[src/rtl/tsc_pkg.sv]
// ----------------------------------------------------------------------------
// tsc package
// shared types and constants of the taylor sine cosine core
// ----------------------------------------------------------------------------
`timescale 1ns / 1ps

package tsc_pkg;

  localparam int unsigned ANGLE_W = 25;
  localparam int unsigned TOL_W   = 21;
  localparam int unsigned OUT_W   = 32;
  localparam int unsigned DEN_W   = 12;   // largest denominator 62*63
  localparam int unsigned DIGIT_W = 16;   // multiplier digit
  localparam int unsigned K_W     = 31;

  localparam logic [K_W-1:0]     DEG_TO_RAD_Q36 = 31'd1199381129;
  localparam logic [ANGLE_W-1:0] ANGLE_LIMIT    = 25'd23592960;  // 360 << 16
  localparam logic [TOL_W-1:0]   TOL_RESET      = 21'd1074;
  localparam logic [OUT_W-1:0]   ONE_Q30        = 32'h4000_0000;

  typedef enum logic [3:0] {
    S_IDLE,
    S_CONV,
    S_RND,
    S_SQR,
    S_SQR_W,
    S_MS,
    S_MS_W,
    S_MC,
    S_MC_W,
    S_DRAIN,
    S_FIN
  } tsc_state_e;

  typedef struct packed {
    logic valid;
    logic is_cos;
  } div_ctl_t;

endpackage

[src/rtl/tsc_mul.sv]
// ----------------------------------------------------------------------------
// tsc multiplier
// digit-serial multiply with rounding shift, round(a * b / 2^FRAC)
// ----------------------------------------------------------------------------
`timescale 1ns / 1ps

module tsc_mul import tsc_pkg::*; #(
  parameter int unsigned W    = 47,
  parameter int unsigned FRAC = 40
) (
  input  logic                  clk_i,
  input  logic                  rst_ni,
  input  logic                  start_i,
  input  logic [W-1:0]          a_i,
  input  logic [W-1:0]          b_i,
  output logic                  done_o,
  output logic [2*W-FRAC-1:0]   res_o
);

  localparam int unsigned ND = (W + DIGIT_W - 1) / DIGIT_W;
  localparam int unsigned BP = ND * DIGIT_W;
  localparam int unsigned PW = 2 * W;
  localparam int unsigned RW = PW - FRAC;
  localparam int unsigned CW = $clog2(ND + 1);
  localparam logic [PW-1:0] HALF = PW'(1) << (FRAC - 1);

  logic              busy_q, done_q;
  logic [CW-1:0]     cnt_q;
  logic [W-1:0]      a_q;
  logic [BP-1:0]     b_q;
  logic [PW-1:0]     acc_q;
  logic [RW-1:0]     res_q;
  logic [W+DIGIT_W-1:0] part;

  assign part = a_q * b_q[BP-1 -: DIGIT_W];

  always_ff @(posedge clk_i or negedge rst_ni) begin
    if (!rst_ni) begin
      busy_q <= 1'b0;
      done_q <= 1'b0;
      cnt_q  <= '0;
    end else begin
      done_q <= 1'b0;
      if (start_i) begin
        busy_q <= 1'b1;
        cnt_q  <= CW'(ND);
      end else if (busy_q) begin
        if (cnt_q != '0) begin
          cnt_q <= cnt_q - CW'(1);
        end else begin
          busy_q <= 1'b0;
          done_q <= 1'b1;
        end
      end
    end
  end

  always_ff @(posedge clk_i) begin
    if (start_i) begin
      a_q   <= a_i;
      b_q   <= BP'(b_i);
      acc_q <= '0;
    end else if (busy_q) begin
      if (cnt_q != '0) begin
        acc_q <= (acc_q << DIGIT_W) + PW'(part);
        b_q   <= b_q << DIGIT_W;
      end else begin
        res_q <= RW'((acc_q + HALF) >> FRAC);
      end
    end
  end

  assign done_o = done_q;
  assign res_o  = res_q;

endmodule

[config.mk]
export PLATFORM = sky130hd
export DESIGN_NAME = tsc_mul
export DESIGN_NICKNAME = d
export VERILOG_FILES = /design/src/rtl/tsc_pkg.sv /design/src/rtl/tsc_mul.sv
export SDC_FILE = /design/constraint.sdc
export NUM_CORES = 2
export LEC_CHECK = 0
export ABC_AREA = 1
export BUFFER_PORTS_ARGS = -buffer_cell sky130_fd_sc_hd__buf_4
export CORE_MARGIN = 8
export CORE_UTILIZATION = 45
export CTS_CLUSTER_SIZE = 20
export DETAILED_ROUTE_END_ITERATION = 8
export SYNTH_ARGS = -nofsm -noshare
export SYNTH_HDL_FRONTEND = slang
export SYNTH_SLANG_ARGS = --single-unit
[constraint.sdc]
create_clock -name clk_i -period 16.9 [get_ports clk_i]
set_input_delay 2.535 -clock clk_i [delete_from_list [all_inputs] [get_ports clk_i]]
set_output_delay 2.535 -clock clk_i [all_outputs]
set_load 0.02 [all_outputs]
==> impl_metrics.ini <==
[sta]
rsz0062_at_grt = no
maxClockFrequency_mhz = 140
slew_headroom_pct = 39.6
finalSetupTns_ns = 0
fin_crit_ns = 7.16
finalHoldViolations = 0
tightestPinTransition_ns = 0.906
slew_viol_final = 0
fin_worst_skew_ns = 0.0286
fin_crit_sh_pct = 42.4
finalSetupViolCount = 0

[grt]
use_met2_pct = 41.4
grt_pass1_vias = 32800
grt_pass1_wl_mm = 191
top_usage_layer = met2
grt.met1_usage_pct = 34.9
grt_max_degree = 75
use_met3_pct = 2.81
grt.overflow.total = 0
grtUsageTotal_pct = 25.0
antenna_found_initial = 2

[placed_design]
place_congestion = 0.977
placed_area_um2 = 41300
dpl.hpwl_mm = 97.8
port_buffers = 151

[floorplanning]
die_h_um = 311
coreArea_um2 = 86600
die_w_um = 311
start_util_pct = 45.3
ios = 152
rows = 108
die-area_um2 = 96900

[route]
drt_first_pass_iters = 6
drtIter0Drc = 2226
vias = 31800
drc = 0
detail-route-antenna-nets = 0
drt-total-wl_mm = 120
vias_per_cell = 4.86
wl_per_cell_um = 18.3

[clocking]
cts_sinks = 247
cts_tree = done
h-tree-depth = 2
worstSkewPairLatency_ns = 0.59
cts_root_buf = clkbuf_16
clk_pin_slew_ns = 0.06
cts_hold_buf = 0
postCtsSetupBuffers = 0
post_cts_resized = 0
cts_buffer_depth = 3
cts_made_buffers = 36

[cells_and_area]
regArea_um2 = 6450
area_growth_pct = 8.36
multi_input_area_um2 = 25900
fill_cells = 8755
finalInstanceArea_um2 = 42500
drive_gt1_share_pct = 5.48
nets = 6278
num_antenna_cells = 0

[critical_path]
critPathKind = flop to flop
r2r_start = b_q[34]
crit_chain = buf_4 -> buf_4 -> nand2_1 -> fa_1 -> inv_1 -> fa_1 -> inv_1 -> fa_1 -> inv_1 -> fa_1 -> fa_1 -> inv_1 -> fa_1 -> inv_1 -> ha_1 -> nand2_1 -> nor2_1 -> nand2_1 -> nor2_1 -> nand3_1 -> nand3_1 -> xor2_1 -> o21ai_0 -> inv_1
path_max_fanout = 30
cp.required_ns = 17.42
crit_end = acc_q[45]
end_kind = flop
r2r_end = acc_q[45]
worst-r2r-cell-count = 24
cp.arrival_ns = 7.68
cpPeakStageDelay_ns = 0.54
rrSetupSlack_ns = 9.74
startpoint_type = flop
cp_slowest_cell = fa_1
crit_start = b_q[34]

[outcome]
status = complete, no violations

[logic_synthesis]
synth.avg_cell_area_um2 = 7.34
synth_cells = 5343
syn_area_um2 = 39200
yosysSeqAreaShare_pct = 16.4
synthTopCellsByArea = fa_1, nand2_1, inv_1, edfxtp_1, ha_1
synth_top_area_cell = fa_1
synth_fp_nets = 6268
synth.distinct_cells = 41
synth_seq_cells = 247
synth.top_cell.area_share_pct = 34.4
yosysWarnings = 0

[flow_run]
maxCapViolations = 0

[worst_hold_path]
min_path_type = flop to flop
cells in the mapped netlist (all sizes together):
master and n:
nor3 44, ha 153, dfxtp 95, a21boi 2, and3 2, and2 5, nor4 3, a22o 1
o21ai 62, nor2 253, o21bai 14, a22oi 1, a21oi 112, or2 2, edfxtp 148, nand3 130
fa 675, o22ai 8, clkinv 1, nand4 36, o32ai 2, clkbuf 190, xor2 81, xnor2 13
buf 20, inv 1613, nand2 1673, dfrtp 4
per-stage QoR:
stage / instances / util [%] / hold WS [ns] / worst slack (ns)
after floorplan: 5343 / - / 0.436 / 11.04
after global placement: 6470 / 47.6 / 0.451 / 9.79
after detailed placement: 6470 / 47.6 / 0.462 / 9.86
after CTS: 6536 / 49.1 / 0.476 / 9.80
after global routing: 6536 / 49.1 / 0.498 / 9.59
final: 6536 / 49.1 / 0.470 / 9.74
cell usage in the layout, fill, tap and decap left out, drive strengths merged, types with 62 or more instances in the layout:
master	n
dfxtp	95
a21oi	112
nand3	130
xor2	81
o21ai	62
inv	1615
nand2	1673
fa	675
buf	182
ha	153
edfxtp	148
nor2	253
cells by family after synthesis:
family	share of synthesized area, %
adders and majority gates	39.3
and+or+nand+nor	21.9
xor gates and xnor gates	2.10
DFF	16.4
AOI/OAI and AO/OA	2.74
buffers and inverters	17.5
sequential cells by signal, indices dropped and copies added (netlist names):
register and count:
busy_q 1, a_q 47, res_o 54, done_o 1, acc_q 94, cnt_q 2
b_q 48
final cells by class:
class / instances / area share [%]
Clock inverter: 20 / 0.621
Timing Repair Buffer: 182 / 3.22
Inverter: 1614 / 14.3
Multi-Input combinational cell: 3272 / 61.0
Tap cell: 1155 / 3.40
Clock buffer: 46 / 2.30
Sequential cell: 247 / 15.2
worst max-delay path: cells and delay by family (launching register included):
kind                       cells  cell delay (ns)
xor gates and xnor gates       1             0.50
adders and majority gates      7             3.58
and+or+nand+nor                7             1.26
AOI/OAI and AO/OA              1             0.24
buffers and inverters          8             1.13
DFF                            1             0.32
routing by layer:
| metal | wire [um] | share of wire, % |
|---|---|---|
| met5 | 0 | 0 |
| met4 | 3420 | 2.9 |
| met3 | 6720 | 5.6 |
| met2 | 55600 | 47 |
| met1 | 53800 | 45 |
how the worst min path moves through the flow:
stage                 start       to  slack [ns]  cells past startpoint
floorplan           b_q[31]  b_q[47]        0.44                      1
global placement    b_q[31]  b_q[47]        0.45                      1
detailed placement  b_q[31]  b_q[47]        0.46                      1
CTS                 b_q[31]  b_q[47]        0.48                      1
global route        b_q[31]  b_q[47]        0.50                      1
finish              b_q[31]  b_q[47]        0.47                      1
Power is not shown: default switching activity piles up to over one toggle a cycle in this logic, so the estimate is an artifact.
