## config.mk

```make
export PLATFORM = sky130hd
export DESIGN_NAME = tsc_div_cell
export DESIGN_NICKNAME = d
export VERILOG_FILES = /design/src/rtl/tsc_pkg.sv /design/src/rtl/tsc_div_cell.sv
export SDC_FILE = /design/constraint.sdc
export NUM_CORES = 1
export LEC_CHECK = 0
export ABC_AREA = 1
export ABC_CLOCK_PERIOD_IN_PS = 800
export BUFFER_PORTS_ARGS = -buffer_cell sky130_fd_sc_hd__buf_2
export CORE_MARGIN = 10
export CORE_UTILIZATION = 40
export CTS_CLUSTER_SIZE = 8
export DETAILED_ROUTE_END_ITERATION = 10
export PLACE_DENSITY_LB_ADDON = 0.08
export RECOVER_POWER = 25
export SETUP_SLACK_MARGIN = 0.5
export SLEW_MARGIN = 20
export SYNTH_ARGS = -nofsm -noshare
export SYNTH_HDL_FRONTEND = slang
export SYNTH_SLANG_ARGS = --single-unit
```

## constraint.sdc

```tcl
create_clock -name clk_i -period 0.8 [get_ports clk_i]
set_clock_uncertainty 0.1 [all_clocks]
set_input_delay 0.04 -clock clk_i [delete_from_list [all_inputs] [get_ports clk_i]]
set_output_delay 0.04 -clock clk_i [all_outputs]
set_load 0.02 [all_outputs]
```

## src/rtl/tsc_pkg.sv

```systemverilog
// ----------------------------------------------------------------------------
// tsc package
// shared types and constants of the taylor sine cosine core
// ----------------------------------------------------------------------------
`timescale 1ns / 1ps

package tsc_pkg;

  localparam int unsigned ANGLE_W = 25;
  localparam int unsigned TOL_W   = 21;
  localparam int unsigned OUT_W   = 32;
  localparam int unsigned DEN_W   = 12;   // largest denominator 62*63
  localparam int unsigned DIGIT_W = 16;   // multiplier digit
  localparam int unsigned K_W     = 31;

  localparam logic [K_W-1:0]     DEG_TO_RAD_Q36 = 31'd1199381129;
  localparam logic [ANGLE_W-1:0] ANGLE_LIMIT    = 25'd23592960;  // 360 << 16
  localparam logic [TOL_W-1:0]   TOL_RESET      = 21'd1074;
  localparam logic [OUT_W-1:0]   ONE_Q30        = 32'h4000_0000;

  typedef enum logic [3:0] {
    S_IDLE,
    S_CONV,
    S_RND,
    S_SQR,
    S_SQR_W,
    S_MS,
    S_MS_W,
    S_MC,
    S_MC_W,
    S_DRAIN,
    S_FIN
  } tsc_state_e;

  typedef struct packed {
    logic valid;
    logic is_cos;
  } div_ctl_t;

endpackage

```

## src/rtl/tsc_div_cell.sv

```systemverilog
// ----------------------------------------------------------------------------
// tsc divider cell
// one restoring division step, registered, passes work to the next cell
// ----------------------------------------------------------------------------
`timescale 1ns / 1ps

module tsc_div_cell import tsc_pkg::*; #(
  parameter int unsigned NW = 54
) (
  input  logic              clk_i,
  input  logic              rst_ni,
  input  div_ctl_t          ctl_i,
  input  logic [NW-1:0]     num_i,
  input  logic [DEN_W-1:0]  rem_i,
  input  logic [NW-1:0]     quo_i,
  input  logic [DEN_W-1:0]  den_i,
  output div_ctl_t          ctl_o,
  output logic [NW-1:0]     num_o,
  output logic [DEN_W-1:0]  rem_o,
  output logic [NW-1:0]     quo_o,
  output logic [DEN_W-1:0]  den_o
);

  logic [DEN_W:0]   trial;
  logic [DEN_W:0]   diff;
  logic             ge;
  div_ctl_t         ctl_q;
  logic [NW-1:0]    num_q, quo_q;
  logic [DEN_W-1:0] rem_q, den_q;

  assign trial = {rem_i, num_i[NW-1]};
  assign ge    = (trial >= {1'b0, den_i});
  assign diff  = trial - {1'b0, den_i};

  always_ff @(posedge clk_i or negedge rst_ni) begin
    if (!rst_ni) begin
      ctl_q <= '0;
    end else begin
      ctl_q <= ctl_i;
    end
  end

  always_ff @(posedge clk_i) begin
    num_q <= {num_i[NW-2:0], 1'b0};
    rem_q <= ge ? diff[DEN_W-1:0] : trial[DEN_W-1:0];
    quo_q <= {quo_i[NW-2:0], ge};
    den_q <= den_i;
  end

  assign ctl_o = ctl_q;
  assign num_o = num_q;
  assign rem_o = rem_q;
  assign quo_o = quo_q;
  assign den_o = den_q;

endmodule

```

==> run summary, run 1 <==
POWER
------------------------------------------------------------------------------------------
Worst IR Drop VDD ...........................................................     1.470 mV
Total power per unit cell area ..............................................  2263 mW/mm²
Pwr Total ...................................................................     18.13 mW
Cell leakage power ..........................................................     3.807 nW

SYNTH
------------------------------------------------------------------------------------------
Synthesized flop and latch total ............................................          133
Number of library cell types mapped by synthesis ............................           28
Syn nets ....................................................................          467
Synth async-reset ratio .....................................................       1.504%
Share of the synthesized area in the top cell type ..........................       70.76%
Mean Syn Cell Area ..........................................................    11.65 µm²
Gate count after technology mapping .........................................          318
Synthesis Warnings ..........................................................            0
Most area-consuming cells after synthesis ................................... sky130_fd_sc_hd__dfxtp_1, sky130_fd_sc_hd__nand2_1, sky130_fd_sc_hd__inv_1, sky130_fd_sc_hd__ha_1, sky130_fd_sc_hd__nand3_2
Synthesized cell area ....................................................... 0.003706 mm²
Sequential element share of the synthesized area ............................       72.11%
Ys flop type ................................................................ sky130_fd_sc_hd__dfxtp_1
Dominant cell type by area after synthesis .................................. sky130_fd_sc_hd__dfxtp_1
Number of enable-type register cells in the synthesized netlist .............            0

WORST SETUP PATH
------------------------------------------------------------------------------------------
Type of the worst setup path ................................................ flip-flop to output pin
WP data required ............................................................      0.66 ns
Startpoint Class ............................................................    flip-flop
CP peak stage delay .........................................................      0.39 ns
Arr. time, crit path ........................................................      1.03 ns
Critical path capture point type ............................................   output pin
Worst path slowest cell ..................................................... sky130_fd_sc_hd__dfrtp_1
Family with the most delay on the worst path ................................   flip-flops
Count of buffering cells on the critical path with inverters included .......            1
Max FO, Critical Path .......................................................            1
Critical path cell sequence .................................................        buf_6

PLACEMENT
------------------------------------------------------------------------------------------
Worst-case setup slack after placement ......................................   -0.8743 ns
DPL Wire Length .............................................................     11160 µm
Count of input and output buffers ...........................................          267
Post-Place Cell Area ........................................................ 0.006052 mm²
Global placement routability congestion .....................................       0.8123

CLOCK NETWORK
------------------------------------------------------------------------------------------
Root buf cell ............................................................... sky130_fd_sc_hd__clkbuf_8
Clock sink total ............................................................          133
Buffer depth of the longest clock path ......................................            2
TritonCTS clock tree ........................................................        built
Htree depth .................................................................            4
Clock edge transition at the registers on the reported setup and hold paths .      0.06 ns
Hold-fix buffer count after cts .............................................            1
Number of buffers inserted during clock tree synthesis ......................           17

TIMING
------------------------------------------------------------------------------------------
Max Fclk ....................................................................    855.0 MHz
Count of endpoints failing hold in the final timing report ..................          134
Max-slew violation count ....................................................            0
Unrepaired setup endpoints after global routing .............................          yes
Tmin final ..................................................................     1.170 ns
Final hold slack ............................................................   -0.4670 ns
Final setup fails ...........................................................          146
Portion of the clock cycle consumed by the worst path in the final layout ...       146.2%
Worst Setup Slack, final ....................................................   -0.3696 ns

DRT
------------------------------------------------------------------------------------------
Average wire per standard cell ..............................................     21.40 µm
Initial DRC count ...........................................................          129
Via count ...................................................................         3596
DRT Wirelength ..............................................................     16870 µm
Via density .................................................................        4.563
Detail Route Antenna Nets ...................................................            0
Count of TritonRoute iterations in the first routing pass ...................            4
Number of DRC violations after detailed routing .............................            0

FINISH
------------------------------------------------------------------------------------------
Utilization after layout ....................................................       87.94%
Commonest cells after routing, fill and taps aside .......................... sky130_fd_sc_hd__buf_6, sky130_fd_sc_hd__dfxtp_4, sky130_fd_sc_hd__buf_2
Layout cells sized above 1 ..................................................       84.40%
Most common library cell in the layout ignoring fill and taps ............... sky130_fd_sc_hd__buf_6
Area growth from synthesis to layout ........................................       116.1%
Net count, final ............................................................          809
Final Instance Area ......................................................... 0.008010 mm²

FLOORPLAN
------------------------------------------------------------------------------------------
Die Y .......................................................................     116.3 µm
Area of the core ............................................................ 0.009109 mm²
Width of the die ............................................................     116.3 µm
Initial cell density of the core ............................................       40.69%
Total die area ..............................................................  0.01352 mm²
Num ports ...................................................................          270
Number of core rows .........................................................           35

GRT
------------------------------------------------------------------------------------------
GR Util All Layers ..........................................................       23.13%
Pin count of the biggest net entering global routing ........................           17
Wire length of the first global-routing pass ................................     23100 µm
GRT Residual Overflow .......................................................            0
Initial antenna violation count .............................................            3
Vias in the first global route ..............................................         3903

HOLD PATH
------------------------------------------------------------------------------------------
Class of the most critical hold timing path ................................. primary input to flip-flop
Hold Path Cell Cnt ..........................................................            1
WHS Endpoint ................................................................    num_o[37]
Startpoint of the tightest hold check path ..................................    num_i[36]

FLOW RUN
------------------------------------------------------------------------------------------
Reported max-cap violation count ............................................            0

RUN STATUS
------------------------------------------------------------------------------------------
Violations in the final reports ............................................. negative hold slack, negative setup slack
Result of the run ........................................................... finished with violations

[Yosys cell counts (3+ instances only)]
| cell | count |
|---|---|
| sky130_fd_sc_hd__a21oi_1 | 3 |
| sky130_fd_sc_hd__nand3_1 | 9 |
| sky130_fd_sc_hd__nand2_1 | 61 |
| sky130_fd_sc_hd__xor2_1 | 5 |
| sky130_fd_sc_hd__ha_1 | 12 |
| sky130_fd_sc_hd__nor2_1 | 9 |
| sky130_fd_sc_hd__o21ai_0 | 3 |
| sky130_fd_sc_hd__nand2_2 | 5 |
| sky130_fd_sc_hd__nand3_2 | 6 |
| sky130_fd_sc_hd__o21ai_2 | 3 |
| sky130_fd_sc_hd__nand4_1 | 9 |
| sky130_fd_sc_hd__inv_1 | 43 |
| sky130_fd_sc_hd__dfxtp_1 | 131 |
[per-stage QoR]
step,hold slack (ns),setup TNS [ns],std cells
6_report,-0.4670,-44.23,788
5_1_grt,-0.5008,-50.24,786
4_1_cts,-0.4921,-45.47,778
3_5_place_dp,-0.2716,-10.79,728
3_3_place_gp,-0.2743,-10.45,728
2_1_floorplan,-0.3556,-6.818,318
[layer usage]
| layer | share of wire (%) | wire length (µm) | track usage, % |
|---|---|---|---|
| met5 | 0.12 | 20 | 0 |
| met4 | 2.1 | 359 | 7.173 |
| met3 | 8.3 | 1398 | 9.091 |
| met2 | 57 | 9651 | 45.36 |
| met1 | 32 | 5437 | 21.08 |
[worst max-delay path by stage]
stage | startpoint | endpoint | cells after the start
final | ctl_o[1] | ctl_o[1] | 1
after global routing | ctl_o[1] | ctl_o[1] | 1
after CTS | ctl_o[0] | ctl_o[0] | 1
after detailed placement | den_i[8] | rem_o[1] | 11
after global placement | den_i[8] | rem_o[5] | 11
after floorplan | den_i[8] | rem_o[11] | 11
[timing repair]
item                       in CTS  in global routing
gates resized for setup       315                 39
pin swaps                      14                 25
cloned                          2                  0
setup buffers                  15                  6
hold endpoints to repair      134                134
setup endpoints to repair     146                146
[state kept, by name, summed over array words and instances, names as in the netlist]
register	cells
num_o	53
den_o	12
quo_o	54
rem_o	12
ctl_o	2
[logic make-up after synthesis]
| family | share of synthesized area, % |
|---|---|
| AND/OR/NAND/NOR | 14.52 |
| XOR/XNOR | 1.418 |
| flip-flops | 72.11 |
| adder cells (fa/ha/maj) | 4.591 |
| other | 0.1012 |
| AO/OA/AOI/OAI | 1.958 |
| buffers and inverters | 5.301 |
[report_power, final]
part	internal [mW]	switching, mW
sequential	6.95	0.227
clock	4.21	3.08
combinational	1.88	1.77
[cell type report]
| cell class | instances | area (µm²) |
|---|---|---|
| diodes | 4 | 10.01 |
| flip-flops and latches | 133 | 3162 |
| clock inverters | 14 | 141.4 |
| well taps | 111 | 138.9 |
| multi-input cells | 138 | 1201 |
| repair buffers | 325 | 2748 |
| fillers | 392 | 1099 |
| inverters | 45 | 191.4 |
| clock buffers | 18 | 417.9 |
(Power assumes the default switching activity.)
==> run 2: changes to the inputs <==
--- a/config.mk
+++ b/config.mk
@@ -5,7 +5,7 @@
 export SDC_FILE = /design/constraint.sdc
 export NUM_CORES = 1
 export LEC_CHECK = 0
-export ABC_AREA = 1
+export ABC_AREA = 0
 export ABC_CLOCK_PERIOD_IN_PS = 800
 export BUFFER_PORTS_ARGS = -buffer_cell sky130_fd_sc_hd__buf_2
 export CORE_MARGIN = 10
==> run summary, run 2 <==
RUN STATUS
------------------------------------------------------------------------------------------
Result of the run ........................................................... finished with violations
Violations in the final reports ............................................. negative hold slack, negative setup slack

SYNTH
------------------------------------------------------------------------------------------
Number of library cell types mapped by synthesis ............................           39   +39%
Top cells by instance count after synthesis ................................. sky130_fd_sc_hd__dfxtp_1, sky130_fd_sc_hd__inv_1, sky130_fd_sc_hd__ha_1
Dominant cell type by area after synthesis .................................. sky130_fd_sc_hd__dfxtp_1
Mean Syn Cell Area ..........................................................    14.57 µm²   +25%
Number of enable-type register cells in the synthesized netlist .............            0   unchanged
Syn nets ....................................................................          392   -16%
Synthesized flop and latch total ............................................          133   unchanged
Ys flop type ................................................................ sky130_fd_sc_hd__dfxtp_1
Gate count after technology mapping .........................................          243   -24%
Synthesized cell area ....................................................... 0.003540 mm²   -4.5%
Synth async-reset ratio .....................................................       1.504%   unchanged
Most area-consuming cells after synthesis ................................... sky130_fd_sc_hd__dfxtp_1, sky130_fd_sc_hd__ha_1, sky130_fd_sc_hd__mux2_4, sky130_fd_sc_hd__inv_1, sky130_fd_sc_hd__dfrtp_1
Sequential element share of the synthesized area ............................       75.50%   +3.4 points
Synthesis Warnings ..........................................................            0   unchanged
Most numerous cell in the Yosys netlist ..................................... sky130_fd_sc_hd__dfxtp_1
Share of the synthesized area in the top cell type ..........................       74.09%   +3.3 points

HOLD PATH
------------------------------------------------------------------------------------------
Startpoint of the tightest hold check path ..................................    quo_i[16]
Class of the most critical hold timing path ................................. primary input to flip-flop

GRT
------------------------------------------------------------------------------------------
Wire length of the first global-routing pass ................................     19530 µm   -15%
GRT Residual Overflow .......................................................            0   unchanged
Vias in the first global route ..............................................         3221   -17%
Initial antenna violation count .............................................            3   unchanged
GR Util All Layers ..........................................................       20.14%   -3.0 points
Pin count of the biggest net entering global routing ........................           17   unchanged

CLOCK NETWORK
------------------------------------------------------------------------------------------
Number of buffers inserted during clock tree synthesis ......................           17   unchanged
Root buf cell ............................................................... sky130_fd_sc_hd__clkbuf_8
Clock edge transition at the registers on the reported setup and hold paths .      0.07 ns   about the same
Buffer depth of the longest clock path ......................................            2   unchanged
Clock sink total ............................................................          133   unchanged
Hold-fix buffer count after cts .............................................            1   unchanged
TritonCTS clock tree ........................................................        built
Htree depth .................................................................            4   unchanged

TIMING
------------------------------------------------------------------------------------------
Tmin final ..................................................................     1.774 ns   +0.6044 ns
Max-slew violation count ....................................................            0   unchanged
Unrepaired setup endpoints after global routing .............................          yes
Max Fclk ....................................................................    563.7 MHz   -34%
Portion of the clock cycle consumed by the worst path in the final layout ...       221.8%   +76 points
Final setup fails ...........................................................          146   unchanged
Final hold slack ............................................................   -0.4779 ns   -0.01091 ns
Worst Setup Slack, final ....................................................   -0.9740 ns   -0.6044 ns
Count of endpoints failing hold in the final timing report ..................          135   +0.75%

DRT
------------------------------------------------------------------------------------------
Via density .................................................................        4.411   -3.3%
Average wire per standard cell ..............................................     20.21 µm   -5.6%
Initial DRC count ...........................................................           98   -24%
DRT Wirelength ..............................................................     13870 µm   -18%
Via count ...................................................................         3026   -16%
Detail Route Antenna Nets ...................................................            0   unchanged
Number of DRC violations after detailed routing .............................            0   unchanged
Count of TritonRoute iterations in the first routing pass ...................            4   unchanged

WORST SETUP PATH
------------------------------------------------------------------------------------------
Startpoint Class ............................................................ primary input
Most frequent cell on the critical path ..................................... sky130_fd_sc_hd__o31a_1
Worst path slowest cell ..................................................... sky130_fd_sc_hd__mux2_2
Max FO, Critical Path .......................................................            5   +4
Critical path cell sequence ................................................. buf_8 > ha_4 > nor2b_4 > o31a_1 > o31a_1 > o311a_4 > nor4_4 > buf_4 > mux2_2
Critical Path Start .........................................................     rem_i[0]
Count of buffering cells on the critical path with inverters included .......            2   +1
CP peak stage delay .........................................................      0.33 ns   -0.06 ns
Type of the worst setup path ................................................ primary input to flip-flop
Critical path capture point type ............................................    flip-flop
WP data required ............................................................      1.09 ns   +0.43 ns
Arr. time, crit path ........................................................      2.06 ns   +1.03 ns
Family with the most delay on the worst path ................................ compound AO/OA/AOI/OAI gates

FINISH
------------------------------------------------------------------------------------------
Cell Count, Final, Fillers Out ..............................................          686   -13%
Area growth from synthesis to layout ........................................       104.9%
Layout cells sized above 1 ..................................................       84.72%   +0.32 points
Net count, final ............................................................          712   -12%
Utilization after layout ....................................................       83.58%   -4.4 points
Max reg flops ...............................................................           54   unchanged
Most common library cell in the layout ignoring fill and taps ............... sky130_fd_sc_hd__buf_6
Commonest cells after routing, fill and taps aside .......................... sky130_fd_sc_hd__buf_6, sky130_fd_sc_hd__buf_2, sky130_fd_sc_hd__dfxtp_4

POWER
------------------------------------------------------------------------------------------
Switching Fraction ..........................................................       25.55%   -2.5 points
Fraction of power consumed by combinational cells ...........................        16.5%   -3.7 points
Worst IR Drop VDD ...........................................................     1.849 mV   +26%
Cell internal pwr ...........................................................     13.43 mW   +2.9%
Part of the total power dissipated in sequential elements ...................        39.8%   +0.2 points
Cell leakage power ..........................................................     3.382 nW   -11%
Switching power .............................................................     4.609 mW   -9.3%
Total power per unit cell area ..............................................  2487 mW/mm²   +9.9%
Clock network fraction of total power .......................................        43.7%   +3.4 points

FLOORPLAN
------------------------------------------------------------------------------------------
Die Y .......................................................................     114.1 µm   -1.9%
Total die area ..............................................................  0.01301 mm²   -3.7%
Num ports ...................................................................          270   unchanged
Width of the die ............................................................     114.1 µm   -1.9%
Number of core rows .........................................................           34   -2.9%
Initial cell density of the core ............................................       40.79%   +0.10 points
Area of the core ............................................................ 0.008678 mm²   -4.7%

PLACEMENT
------------------------------------------------------------------------------------------
DPL Wire Length .............................................................     10180 µm   -8.8%
Global placement routability congestion .....................................       0.8509   +4.8%
Count of input and output buffers ...........................................          267   unchanged
Post-placement cell count ...................................................          649   -11%

FLOW RUN
------------------------------------------------------------------------------------------
Reported max-cap violation count ............................................            0   unchanged

-- run 2: changes by cell type in the layout (fill, tap and decap cells not counted), moves of 7 or more --
| cell | change |
|---|---|
| sky130_fd_sc_hd__buf_2 | +7 |
| sky130_fd_sc_hd__buf_4 | -14 |
| sky130_fd_sc_hd__buf_6 | -7 |
| sky130_fd_sc_hd__ha_1 | +8 |
| sky130_fd_sc_hd__ha_4 | -10 |
| sky130_fd_sc_hd__inv_1 | -16 |
| sky130_fd_sc_hd__inv_2 | -12 |
| sky130_fd_sc_hd__mux2_4 | +7 |
| sky130_fd_sc_hd__nand2_1 | -35 |
| sky130_fd_sc_hd__nand2_2 | -16 |
| sky130_fd_sc_hd__nand2_4 | -12 |
| sky130_fd_sc_hd__nand3_2 | -8 |
| sky130_fd_sc_hd__nand4_1 | -9 |
-- run 2: final cells by class --
cell class / instances / area (µm²)
inverters: 15 / 61.31
clock inverters: 14 / 187.7
fillers: 432 / 1425
repair buffers: 304 / 2476
clock buffers: 18 / 417.9
multi-input cells: 92 / 823.3
diodes: 2 / 5.005
well taps: 108 / 135.1
flip-flops and latches: 133 / 3147
-- run 2: power groups by stage --
stage                     sequential, mW  combinational (mW)  clock [mW]
after floorplan                     7.80               0.668           0
after global placement              7.16                2.37           0
after detailed placement            7.17                2.41           0
after CTS                           7.16                2.96        7.99
after global routing                7.21                3.16        8.32
final                               7.17                2.98        7.88
-- run 2: repair_timing --
item                                    4_1_cts  5_1_grt
endpoints found under the setup margin      146      146
buffers inserted                              0        2
pin swaps                                     0        0
gates cloned                                  0        0
resized for setup                           280        5
hold endpoints to repair                    135      135
-- run 2: logic make-up after synthesis --
group	synth area share (%)
AOI/OAI and AO/OA	5.161
other	0.1059
muxes	4.772
xor gates and xnor gates	1.980
buffers and inverters	2.333
DFF	75.50
adders and majority gates	4.807
and+or+nand+nor	5.337
-- run 2: stage by stage --
step                total power, mW  hold WS, ns  TNS (ns)  area, µm²  setup slack (ns)
floorplan                     8.466      -0.3556    -16.78       4039            -1.366
global placement              9.531      -0.2759    -18.70       5739            -1.482
finish                        18.04      -0.4779    -53.09       7253           -0.9740
global route                  18.68      -0.4964    -57.50       7253            -1.030
detailed placement            9.580      -0.2706    -19.25       5739            -1.533
CTS                           18.11      -0.4966    -55.35       7216           -0.9636
-- run 2: routing by layer --
layer	up-vias	routed length, µm	global-route usage [%]
met3	27	1152	8.281
met5	-	18	0
met4	2	371	8.521
met2	142	8169	40.17
met1	1398	4153	16.60
li1	1457	-	-
-- run 2: path summary, 6_finish.rpt --
path	endpoint	slack (ns)	depth (start not counted)
min in group asynchronous	ctl_o[0]	-0.25	2
max in group asynchronous	ctl_o[1]	0.76	2
hold / removal	quo_o[17]	-0.48	1
setup / recovery	rem_o[3]	-0.97	9
==> run 3: changes to the inputs <==
--- a/config.mk
+++ b/config.mk
@@ -12,7 +12,7 @@
 export CORE_UTILIZATION = 40
 export CTS_CLUSTER_SIZE = 8
 export DETAILED_ROUTE_END_ITERATION = 10
-export PLACE_DENSITY_LB_ADDON = 0.08
+export PLACE_DENSITY = 0.8
 export RECOVER_POWER = 25
 export SETUP_SLACK_MARGIN = 0.5
 export SLEW_MARGIN = 20
==> run summary, run 3 (synthesis results as in run 2) <==
CLOCK NETWORK
------------------------------------------------------------------------------------------
Root buf cell ............................................................... sky130_fd_sc_hd__clkbuf_8
Htree depth .................................................................            4   unchanged
Hold-fix buffer count after cts .............................................            1   unchanged
Clock edge transition at the registers on the reported setup and hold paths .      0.07 ns   about the same
Buffer depth of the longest clock path ......................................            2   unchanged
TritonCTS clock tree ........................................................        built
Number of buffers inserted during clock tree synthesis ......................           17   unchanged
Clock sink total ............................................................          133   unchanged

TIMING
------------------------------------------------------------------------------------------
Max Fclk ....................................................................    570.4 MHz   +1.2%
Tmin final ..................................................................     1.753 ns   -0.02084 ns
Worst Setup Slack, final ....................................................   -0.9532 ns   +0.02084 ns
Count of endpoints failing hold in the final timing report ..................          135   unchanged
Unrepaired setup endpoints after global routing .............................          yes
Final setup fails ...........................................................          146   unchanged
Portion of the clock cycle consumed by the worst path in the final layout ...       219.1%   -2.6 points
Max-slew violation count ....................................................            0   unchanged
Final hold slack ............................................................   -0.4676 ns   +0.01030 ns

POWER
------------------------------------------------------------------------------------------
Total power per unit cell area ..............................................  2426 mW/mm²   -2.4%
Cell leakage power ..........................................................     3.380 nW   about the same
Worst IR Drop VDD ...........................................................     1.386 mV   -25%
Pwr Total ...................................................................     17.51 mW   -2.9%

WORST SETUP PATH
------------------------------------------------------------------------------------------
Max FO, Critical Path .......................................................            6   +1
WP data required ............................................................      1.08 ns   about the same
Type of the worst setup path ................................................ primary input to flip-flop
Arr. time, crit path ........................................................      2.04 ns   -0.02 ns
Startpoint Class ............................................................ primary input
Critical path capture point type ............................................    flip-flop

GRT
------------------------------------------------------------------------------------------
GRT Residual Overflow .......................................................            0   unchanged
Pin count of the biggest net entering global routing ........................           17   unchanged
GR Util All Layers ..........................................................       22.92%   +2.8 points
Wire length of the first global-routing pass ................................     22520 µm   +15%
Initial antenna violation count .............................................            0   -3
Vias in the first global route ..............................................         3523   +9.4%

DRT
------------------------------------------------------------------------------------------
Average wire per standard cell ..............................................     22.70 µm   +12%
Count of TritonRoute iterations in the first routing pass ...................            4   unchanged
Number of DRC violations after detailed routing .............................            0   unchanged
Via density .................................................................        4.579   +3.8%
Initial DRC count ...........................................................          154   +57%
DRT Wirelength ..............................................................     15530 µm   +12%
Via count ...................................................................         3132   +3.5%
Detail Route Antenna Nets ...................................................            0   unchanged

FLOORPLAN
------------------------------------------------------------------------------------------
Total die area ..............................................................  0.01301 mm²   unchanged
Number of core rows .........................................................           34   unchanged
Initial cell density of the core ............................................       40.79%   unchanged
Die Y .......................................................................     114.1 µm   unchanged
Num ports ...................................................................          270   unchanged
Width of the die ............................................................     114.1 µm   unchanged
Area of the core ............................................................ 0.008678 mm²   unchanged

FINISH
------------------------------------------------------------------------------------------
Net count, final ............................................................          712   unchanged
Most common library cell in the layout ignoring fill and taps ............... sky130_fd_sc_hd__buf_6
Max reg flops ...............................................................           54   unchanged
Final Instance Area ......................................................... 0.007219 mm²   -0.47%
Area growth from synthesis to layout ........................................       104.0%
Commonest cells after routing, fill and taps aside .......................... sky130_fd_sc_hd__buf_6, sky130_fd_sc_hd__buf_2, sky130_fd_sc_hd__dfxtp_4
Layout cells sized above 1 ..................................................       85.24%   +0.52 points
# diodes ....................................................................            0   -2

HOLD PATH
------------------------------------------------------------------------------------------
Hold Path Cell Cnt ..........................................................            1   unchanged
Class of the most critical hold timing path ................................. primary input to flip-flop

RUN STATUS
------------------------------------------------------------------------------------------
Result of the run ........................................................... finished with violations
Violations in the final reports ............................................. negative hold slack, negative setup slack

PLACEMENT
------------------------------------------------------------------------------------------
Post-Place Cell Area ........................................................ 0.005747 mm²   +0.13%
Count of input and output buffers ...........................................          267   unchanged
Global placement routability congestion .....................................       0.8723   +2.5%
DPL Wire Length .............................................................     10590 µm   +4.1%

FLOW RUN
------------------------------------------------------------------------------------------
Reported max-cap violation count ............................................            0   unchanged

## run 3: cell types whose count changed in the layout (fill, tap and decap cells not counted), moves of 3 or more
cell and change:
sky130_fd_sc_hd__mux2_2 -3, sky130_fd_sc_hd__clkinv_4 +3, sky130_fd_sc_hd__mux2_4 +3, sky130_fd_sc_hd__bufinv_16 -3
## run 3: layout make-up
class | instances | area (µm²)
clock buffer | 17 | 414.1
clock inverter | 15 | 140.1
fill | 432 | 1459
inverter | 15 | 61.31
multi-input combinational | 92 | 845.8
sequential | 133 | 3147
tap | 108 | 135.1
timing repair buffer | 304 | 2476
## run 3: critical path, cell delays in order
cell                       delay [ns]
sky130_fd_sc_hd__buf_8           0.08
sky130_fd_sc_hd__clkinv_4        0.04
sky130_fd_sc_hd__ha_4            0.21
sky130_fd_sc_hd__nor2b_4         0.13
sky130_fd_sc_hd__o31a_1          0.26
sky130_fd_sc_hd__o31a_1          0.27
sky130_fd_sc_hd__o311a_4         0.32
sky130_fd_sc_hd__nor4_4          0.19
sky130_fd_sc_hd__buf_6           0.19
sky130_fd_sc_hd__mux2_4          0.30
## run 3: power by group
group	switching, mW	internal (mW)
clock network	3.28	3.97
registers	0.240	6.95
logic	1.41	1.67
## run 3: routing by layer
| layer | vias to the layer above | wire length [µm] | track usage [%] |
|---|---|---|---|
| met3 | 16 | 1172 | 8.910 |
| li1 | 1449 | - | - |
| met1 | 1508 | 5367 | 21.72 |
| met4 | 0 | 214 | 6.015 |
| met5 | - | 0 | 0 |
| met2 | 159 | 8772 | 44.38 |
## run 3: metrics by stage
stage	setup TNS (ns)	hold WS, ns	utilization [%]	worst slack, ns	instances
after floorplan	-16.78	-0.3556	-	-1.366	243
after global placement	-18.65	-0.2723	66.22	-1.468	650
after detailed placement	-18.98	-0.2731	66.22	-1.499	650
after CTS	-55.08	-0.4934	82.74	-0.9281	683
after global routing	-58.03	-0.4992	83.19	-0.9935	684
final	-51.99	-0.4676	83.19	-0.9532	684
## run 3: repair_timing
| action | CTS | global route |
|---|---|---|
| buffers inserted | 0 | 1 |
| resized for setup | 279 | 12 |
| hold endpoints to repair | 135 | 135 |
| setup endpoints to repair | 146 | 146 |
## run 3: worst paths after layout
kind	slack, ns	end	from
max in group asynchronous	0.70	ctl_o[1]	rst_ni
min in group asynchronous	-0.20	ctl_o[0]	rst_ni
max	-0.95	rem_o[4]	den_i[1]
min	-0.47	quo_o[40]	quo_i[39]
